File: config.mk
export PLATFORM = sky130hd
export DESIGN_NAME = sorted_list_insert_delete
export DESIGN_NICKNAME = d
export VERILOG_FILES = /design/src/rtl/slist_pkg.sv /design/src/rtl/sorted_list_insert_delete.sv /design/src/rtl/slist_cell.sv /design/src/rtl/slist_ctrl.sv
export SDC_FILE = /design/constraint.sdc
export NUM_CORES = 2
export LEC_CHECK = 0
export ABC_AREA = 1
export CAP_MARGIN = 40
export CORE_MARGIN = 10
export CORE_UTILIZATION = 28
export CTS_CLUSTER_DIAMETER = 30
export DETAILED_ROUTE_END_ITERATION = 8
export DONT_BUFFER_PORTS = 1
export PLACE_DENSITY = 0.52
export SYNTH_ARGS = -nofsm -noshare
export SYNTH_HDL_FRONTEND = slang
export SYNTH_SLANG_ARGS = --single-unit
File: constraint.sdc
create_clock -name clk -period 4.48 [get_ports clk]
set_input_delay 0.672 -clock clk [delete_from_list [all_inputs] [get_ports clk]]
set_output_delay 0.672 -clock clk [all_outputs]
set_load 0.03 [all_outputs]
File: src/rtl/slist_pkg.sv
package slist_pkg;

  localparam int DEFAULT_CAPACITY = 16;
  localparam int VALUE_W = 32;
  localparam int TOTAL_W = 5;

  localparam logic OP_INSERT = 1'b0;
  localparam logic OP_DELETE = 1'b1;

  localparam logic [2:0] ST_INSERTED  = 3'd0;
  localparam logic [2:0] ST_DELETED   = 3'd1;
  localparam logic [2:0] ST_EMPTY     = 3'd2;
  localparam logic [2:0] ST_NOT_FOUND = 3'd3;
  localparam logic [2:0] ST_FULL      = 3'd4;

  typedef struct packed {
    logic                      operation;
    logic signed [VALUE_W-1:0] value;
  } in_item_t;

  typedef struct packed {
    logic [2:0]                status;
    logic signed [VALUE_W-1:0] removed_value;
    logic [TOTAL_W-1:0]        entry_total;
  } out_item_t;

  // Broadcast from the controller to every cell of the chain.
  typedef struct packed {
    logic                      cmp_en;
    logic                      ins_en;
    logic                      del_en;
    logic signed [VALUE_W-1:0] key;
  } cell_cmd_t;

  typedef enum logic [1:0] {
    S_IDLE,
    S_CMP,
    S_APPLY
  } ctrl_state_t;

endpackage

File: src/rtl/sorted_list_insert_delete.sv
// Sorted bounded multiset of signed 32-bit values, kept in ascending order
// in a row of cells. Each input transaction carries an operation and a value:
// an insert places the value in front of the first stored value that is not
// below it, and a delete removes one stored copy of the value. Every input
// transaction gives exactly one output transaction with a status, the removed
// value (zero unless the delete succeeded) and the number of stored values.
// An insert into a full store and a delete from an empty store or of an
// absent value leave the store unchanged and report that in the status.
// Each transaction passes through an accept step, a compare step in which
// every cell compares its entry against the value in parallel, and an apply
// step in which the cells shift toward or away from the insert or delete
// point and the result is registered. A new input is taken in the same cycle
// in which the result becomes valid; the block takes no new transaction
// until the previous one is through, as set by the compare and shift sequence
// of the cell row. Reset empties the store at once and clears the
// output valid. When the receiver holds stall high, the result stays in the
// output register. The block still accepts and compares one more
// transaction, then holds it in the apply step with in_stall high until the
// pending result has been taken.
module sorted_list_insert_delete #(
  parameter int CAPACITY = slist_pkg::DEFAULT_CAPACITY
) (
  input  logic                 clk,
  input  logic                 rst,
  input  logic                 in_valid,
  output logic                 in_stall,
  input  slist_pkg::in_item_t  in_item,
  output logic                 out_valid,
  input  logic                 out_stall,
  output slist_pkg::out_item_t out_item
);
  import slist_pkg::*;

  cell_cmd_t                 cmd;
  logic signed [VALUE_W-1:0] cell_value [CAPACITY];
  logic [CAPACITY-1:0]       cell_valid;
  logic [CAPACITY-1:0]       cell_at;
  logic [CAPACITY-1:0]       cell_eq;

  // The controller sequences compare and apply, tracks the entry count and
  // owns the output register.
  slist_ctrl #(
    .CAPACITY(CAPACITY)
  ) u_ctrl (
    .clk      (clk),
    .rst      (rst),
    .in_valid (in_valid),
    .in_stall (in_stall),
    .in_item  (in_item),
    .out_valid(out_valid),
    .out_stall(out_stall),
    .out_item (out_item),
    .eq_flags (cell_eq),
    .cmd      (cmd)
  );

  // Cell zero has no left neighbor, and the last cell sees an empty slot on
  // its right, so a delete clears the last valid entry.
  for (genvar i = 0; i < CAPACITY; i++) begin : g_cell
    logic signed [VALUE_W-1:0] left_value;
    logic                      left_valid;
    logic                      left_at;
    logic signed [VALUE_W-1:0] right_value;
    logic                      right_valid;

    if (i == 0) begin : g_first
      assign left_value = '0;
      assign left_valid = 1'b0;
      assign left_at    = 1'b0;
    end else begin : g_inner_left
      assign left_value = cell_value[i-1];
      assign left_valid = cell_valid[i-1];
      assign left_at    = cell_at[i-1];
    end

    if (i == CAPACITY - 1) begin : g_last
      assign right_value = '0;
      assign right_valid = 1'b0;
    end else begin : g_inner_right
      assign right_value = cell_value[i+1];
      assign right_valid = cell_valid[i+1];
    end

    slist_cell u_cell (
      .clk       (clk),
      .rst       (rst),
      .cmd       (cmd),
      .prev_value(left_value),
      .prev_valid(left_valid),
      .prev_at   (left_at),
      .next_value(right_value),
      .next_valid(right_valid),
      .value     (cell_value[i]),
      .valid     (cell_valid[i]),
      .at_flag   (cell_at[i]),
      .eq_flag   (cell_eq[i])
    );
  end

endmodule

File: src/rtl/slist_cell.sv
module slist_cell (
  input  logic                               clk,
  input  logic                               rst,
  input  slist_pkg::cell_cmd_t               cmd,
  input  logic signed [slist_pkg::VALUE_W-1:0] prev_value,
  input  logic                               prev_valid,
  input  logic                               prev_at,
  input  logic signed [slist_pkg::VALUE_W-1:0] next_value,
  input  logic                               next_valid,
  output logic signed [slist_pkg::VALUE_W-1:0] value,
  output logic                               valid,
  output logic                               at_flag,
  output logic                               eq_flag
);
  import slist_pkg::*;

  logic ge_flag;

  // A cell is at or past the insert position when it is empty or holds a
  // value not below the key. Both conditions are monotonic along the chain.
  assign at_flag = !valid || ge_flag;

  always_ff @(posedge clk) begin
    if (rst) begin
      ge_flag <= 1'b0;
      eq_flag <= 1'b0;
    end else if (cmd.cmp_en) begin
      ge_flag <= valid && (value >= cmd.key);
      eq_flag <= valid && (value == cmd.key);
    end
  end

  always_ff @(posedge clk) begin
    if (rst) begin
      valid <= 1'b0;
    end else if (cmd.ins_en) begin
      if (prev_at) begin
        valid <= prev_valid;
      end else if (at_flag) begin
        valid <= 1'b1;
      end
    end else if (cmd.del_en && ge_flag) begin
      valid <= next_valid;
    end
  end

  always_ff @(posedge clk) begin
    if (cmd.ins_en) begin
      if (prev_at) begin
        value <= prev_value;
      end else if (at_flag) begin
        value <= cmd.key;
      end
    end else if (cmd.del_en && ge_flag) begin
      value <= next_value;
    end
  end

endmodule

File: src/rtl/slist_ctrl.sv
module slist_ctrl #(
  parameter int CAPACITY = slist_pkg::DEFAULT_CAPACITY
) (
  input  logic                  clk,
  input  logic                  rst,
  input  logic                  in_valid,
  output logic                  in_stall,
  input  slist_pkg::in_item_t   in_item,
  output logic                  out_valid,
  input  logic                  out_stall,
  output slist_pkg::out_item_t  out_item,
  input  logic [CAPACITY-1:0]   eq_flags,
  output slist_pkg::cell_cmd_t  cmd
);
  import slist_pkg::*;

  localparam int CNT_W = $clog2(CAPACITY + 1);
  localparam logic [CNT_W-1:0] CAP_CNT = CNT_W'(CAPACITY);

  ctrl_state_t state, state_next;
  logic                      op;
  logic signed [VALUE_W-1:0] key;
  logic [CNT_W-1:0]          count, count_next;
  logic                      found;
  logic                      commit;
  logic [2:0]                status_next;
  logic [CNT_W+TOTAL_W-1:0]  total_wide;

  assign found  = |eq_flags;
  assign commit = (state == S_APPLY) && !(out_valid && out_stall);

  always_comb begin
    state_next = state;
    case (state)
      S_IDLE: begin
        if (in_valid) begin
          state_next = S_CMP;
        end
      end
      S_CMP: begin
        state_next = S_APPLY;
      end
      S_APPLY: begin
        if (commit) begin
          state_next = S_IDLE;
        end
      end
      default: begin
        state_next = S_IDLE;
      end
    endcase
  end

  always_comb begin
    in_stall    = 1'b1;
    cmd.cmp_en  = 1'b0;
    cmd.ins_en  = 1'b0;
    cmd.del_en  = 1'b0;
    cmd.key     = key;
    status_next = ST_INSERTED;
    count_next  = count;
    case (state)
      S_IDLE: begin
        in_stall = 1'b0;
      end
      S_CMP: begin
        cmd.cmp_en = 1'b1;
      end
      S_APPLY: begin
        if (op == OP_INSERT) begin
          if (count == CAP_CNT) begin
            status_next = ST_FULL;
          end else begin
            status_next = ST_INSERTED;
            count_next  = count + CNT_W'(1);
            cmd.ins_en  = commit;
          end
        end else if (count == '0) begin
          status_next = ST_EMPTY;
        end else if (found) begin
          status_next = ST_DELETED;
          count_next  = count - CNT_W'(1);
          cmd.del_en  = commit;
        end else begin
          status_next = ST_NOT_FOUND;
        end
      end
      default: begin
        in_stall = 1'b1;
      end
    endcase
  end

  assign total_wide = {{TOTAL_W{1'b0}}, count_next};

  always_ff @(posedge clk) begin
    if (rst) begin
      state     <= S_IDLE;
      count     <= '0;
      out_valid <= 1'b0;
    end else begin
      state <= state_next;
      if (commit) begin
        count     <= count_next;
        out_valid <= 1'b1;
      end else if (!out_stall) begin
        out_valid <= 1'b0;
      end
    end
  end

  always_ff @(posedge clk) begin
    if (state == S_IDLE && in_valid) begin
      op  <= in_item.operation;
      key <= in_item.value;
    end
    if (commit) begin
      out_item.status        <= status_next;
      out_item.removed_value <= (status_next == ST_DELETED) ? key : '0;
      out_item.entry_total   <= total_wide[TOTAL_W-1:0];
    end
  end

endmodule
==> impl_metrics.py <==
metrics = {
    "min_path": {
        "hold_start": "rst",
        "holdPathStages": 3,
        "min_to": "u_ctrl.count[2]$_SDFFE_PP0P_",
        "hold_class": "input port to flip-flop",
    },
    "timing": {
        "max_slew_margin_pct": 31.9,
        "fmax_mhz": 284,
        "period_minus_slack_ns": 3.53,
        "finalSetupViolCount": 0,
        "grt_setup_unrepaired": "false",
        "fin_crit_sh_pct": 78.7,
        "finalMaxSlewViolations": 0,
        "finClkSkew_ns": 0.0289,
        "fin_setup_tns_ns": 0,
        "hold_viol": 0,
        "worst_pin_slew_ns": 1.02,
    },
    "worst_setup_path": {
        "crit_slowest_cell": "clkinv_1",
        "critPathKind": "flip-flop to flip-flop",
        "crit-reg2reg-launch": "u_ctrl.key[15]$_DFFE_PP_",
        "cp_data_arrival_time_ns": 4.11,
        "slowest_delay_ns": 0.70,
        "rr_worst_depth": 9,
        "cp.required_ns": 5.06,
        "crit_path_end_kind": "flip-flop",
        "path_cells": "clkinv_1, buf_4, ha_1, nand2_1, nor2_1, nand4_1, inv_1, nand4_1, a21oi_1",
        "critPathLaunchType": "flip-flop",
        "cpMostUsedCell": "nand4_1",
        "worstPathMaxFanout": 17,
        "r2r_end": "g_cell[0].u_cell.eq_flag$_SDFFE_PP0N_",
        "worst-r2r-setup-slack_ns": 0.95,
    },
    "layout": {
        "fin_util_pct": 33.7,
        "antenna_cells": 0,
        "syn_to_final_growth_pct": 19.4,
        "drive_above_1_share_pct": 6.97,
        "nNetsFinal": 5689,
    },
    "synthesis": {
        "synth-seq-area-share_pct": 44.1,
        "async_flop_share_pct": 0,
        "yosys_warnings": 0,
        "synth_area_mm2": 0.0423,
        "syn_area_per_cell_um2": 8.28,
        "synthFlopType": "edfxtp_1",
        "synth_cell_type_count": 39,
        "synth-edff-count": 585,
        "postSynthCellCount": 5111,
        "ys_ff_latch": 641,
        "synth_nets": 5662,
    },
    "clock_tree": {
        "cts_tree": "built",
        "htree_levels": 4,
        "clkSinkCount": 641,
        "cts_resized": 0,
        "cts-root-buf": "clkbuf_16",
        "clockBufferDepth": 3,
        "clk_latency_ns": 0.76,
        "ctsHoldBuffers": 35,
        "cts_inserted_buffers": 158,
        "post_cts_buffers": 0,
        "cts.clk_slew.worst_paths_ns": 0.05,
    },
    "floorplan": {
        "die_area_mm2": 0.167,
        "die_h_um": 409,
        "ios": 79,
        "core_area_mm2": 0.150,
        "start_util_pct": 28.2,
        "rows": 142,
        "die_w_um": 409,
    },
    "placement": {
        "gp_congestion": 0.855,
        "hpwl_um": 94400,
        "port_buffers": 0,
    },
    "pwr": {
        "ir_worst_vdd_v": 0.000402,
        "cellPowerDensity_mw_per_mm2": 390,
        "power.switching_mw": 4.80,
        "swShare_pct": 24.3,
        "p_int_mw": 14.9,
        "p_leak_nw": 20.7,
        "clockPowerShare_pct": 58.3,
        "p_comb_share_pct": 7.6,
        "power_frac_seq_pct": 34.1,
    },
    "grt": {
        "antenna_found_initial": 2,
        "grt_overflow_total": 0,
        "grt_pass1_wl_um": 202000,
        "grt_pass1_vias": 33658,
        "grt_max_degree": 235,
        "track_usage_pct": 15.2,
    },
    "drt": {
        "routed_wl_um": 131000,
        "drtIter0Drc": 3288,
        "dr_total_vias": 35674,
        "wl_per_cell_um": 18.0,
        "vias_per_cell": 4.90,
        "dr.pass1.iters": 6,
        "drcViolationCount": 0,
        "postRouteAntennaNets": 0,
    },
    "run": {
        "maxCapViolations": 0,
    },
    "status": {
        "status": "completed",
    },
}
through the flow:
stage / instance area (µm²) / hold slack (ns) / setup WS, ns / instances / power, mW
6_report: 50500 / 0.115 / 0.954 / 7281 / 19.7
3_3_place_gp: 44700 / 0.448 / 0.984 / 6954 / 8.23
5_1_grt: 50500 / 0.0938 / 0.778 / 7281 / 20.4
2_1_floorplan: 42300 / 0.445 / 0.791 / 5111 / 7.78
4_1_cts: 50500 / 0.0559 / 1.07 / 7281 / 19.9
3_5_place_dp: 44800 / 0.454 / 1.10 / 6959 / 8.27
logic make-up (layout without fill, tap and decap cells):
kind of cell	count (synthesis)	in the layout	synth area share, %
and+or+nand+nor	2016	2016	18.5
DFF	641	641	44.1
buffers and inverters	544	698	5.13
AOI/OAI and AO/OA	1392	1392	16.9
adders and majority gates	514	514	15.2
xor gates and xnor gates	4	4	0.0828
routing by layer:
layer  global-route usage, %  up-vias  routed length, µm
met3                    2.28      196               7900
met1                    22.3    16591              64000
li1                        -    17835                  -
met5                       0        -                  7
met4                    4.71        2               3150
met2                    22.7     1050              55800
Yosys cell counts (37+ instances only):
| cell | number | area (µm²) |
|---|---|---|
| clkbuf_1 | 181 | 679 |
| edfxtp_1 | 585 | 17600 |
| dfxtp_1 | 56 | 1120 |
| nor2_1 | 246 | 923 |
| a21oi_1 | 335 | 1680 |
| o21ai_0 | 825 | 4130 |
| nand2_1 | 1624 | 6100 |
| buf_2 | 52 | 260 |
| o21ai_1 | 156 | 781 |
| inv_1 | 242 | 908 |
| ha_1 | 514 | 6430 |
| nand3_1 | 69 | 345 |
| nand4_1 | 37 | 231 |
state kept, by name, summed over array words and instances, names as in the netlist:
name and cells:
g_cell.u_cell.eq_flag 16, g_cell.u_cell.ge_flag 16, g_cell.u_cell.valid 16, g_cell.u_cell.value 512, u_ctrl.count 5, u_ctrl.key 32, u_ctrl.op 1, u_ctrl.out_item 40
u_ctrl.out_valid 1, u_ctrl.state 2
how the worst max path moves through the flow:
stage	start	end	slack, ns	cells past startpoint
2_1_floorplan	out_stall	g_cell[12].u_cell.value[0]$_DFFE_PP_	0.79	8
3_3_place_gp	u_ctrl.count[0]$_SDFFE_PP0P_	g_cell[12].u_cell.value[9]$_DFFE_PP_	0.98	13
3_5_place_dp	u_ctrl.key[15]$_DFFE_PP_	g_cell[0].u_cell.eq_flag$_SDFFE_PP0N_	1.10	9
4_1_cts	u_ctrl.key[15]$_DFFE_PP_	g_cell[0].u_cell.eq_flag$_SDFFE_PP0N_	1.07	9
5_1_grt	u_ctrl.count[0]$_SDFFE_PP0P_	g_cell[3].u_cell.value[14]$_DFFE_PP_	0.78	14
6_report	u_ctrl.key[15]$_DFFE_PP_	g_cell[0].u_cell.eq_flag$_SDFFE_PP0N_	0.95	9
final cells by class:
type,instances,area (µm²)
clock buffers,199,4290
clock inverters,88,1050
fillers,15489,99600
inverters,280,1070
multi-input cells,3926,21600
flip-flops and latches,641,18700
well taps,2016,2520
repair buffers,131,1310
cell usage in the layout (no fill, tap or decap), drive strengths merged, types with 8 or more instances in the layout:
master / Yosys / routed
a21o: 14 / 14
a21oi: 335 / 335
buf: 81 / 97
bufinv: 0 / 19
clkbuf: 183 / 199
clkinv: 31 / 83
dfxtp: 56 / 56
dlygate4sd3: 0 / 34
edfxtp: 585 / 585
ha: 514 / 514
inv: 249 / 259
nand2: 1625 / 1625
nand3: 69 / 69
nand4: 37 / 37
nor2: 250 / 250
nor3: 23 / 23
nor4: 8 / 8
o211ai: 15 / 15
o21a: 34 / 34
o21ai: 981 / 981
power groups by stage:
stage                     clock (mW)  sequential, mW  combinational (mW)
final                           11.5            6.72                1.50
after global routing            12.0            6.72                1.72
after CTS                       11.7            6.72                1.50
after detailed placement           0            6.82                1.45
after global placement             0            6.82                1.41
after floorplan                    0            6.78                1.00
worst max-delay path, delay by kind of cell (launching register included):
family	cells	cell delay (ns)
flops	1	0.52
fa+ha+maj	1	0.33
compound gates	1	0.55
buf+inv	3	1.31
simple gates	4	0.59
(Power assumes the default switching activity.)
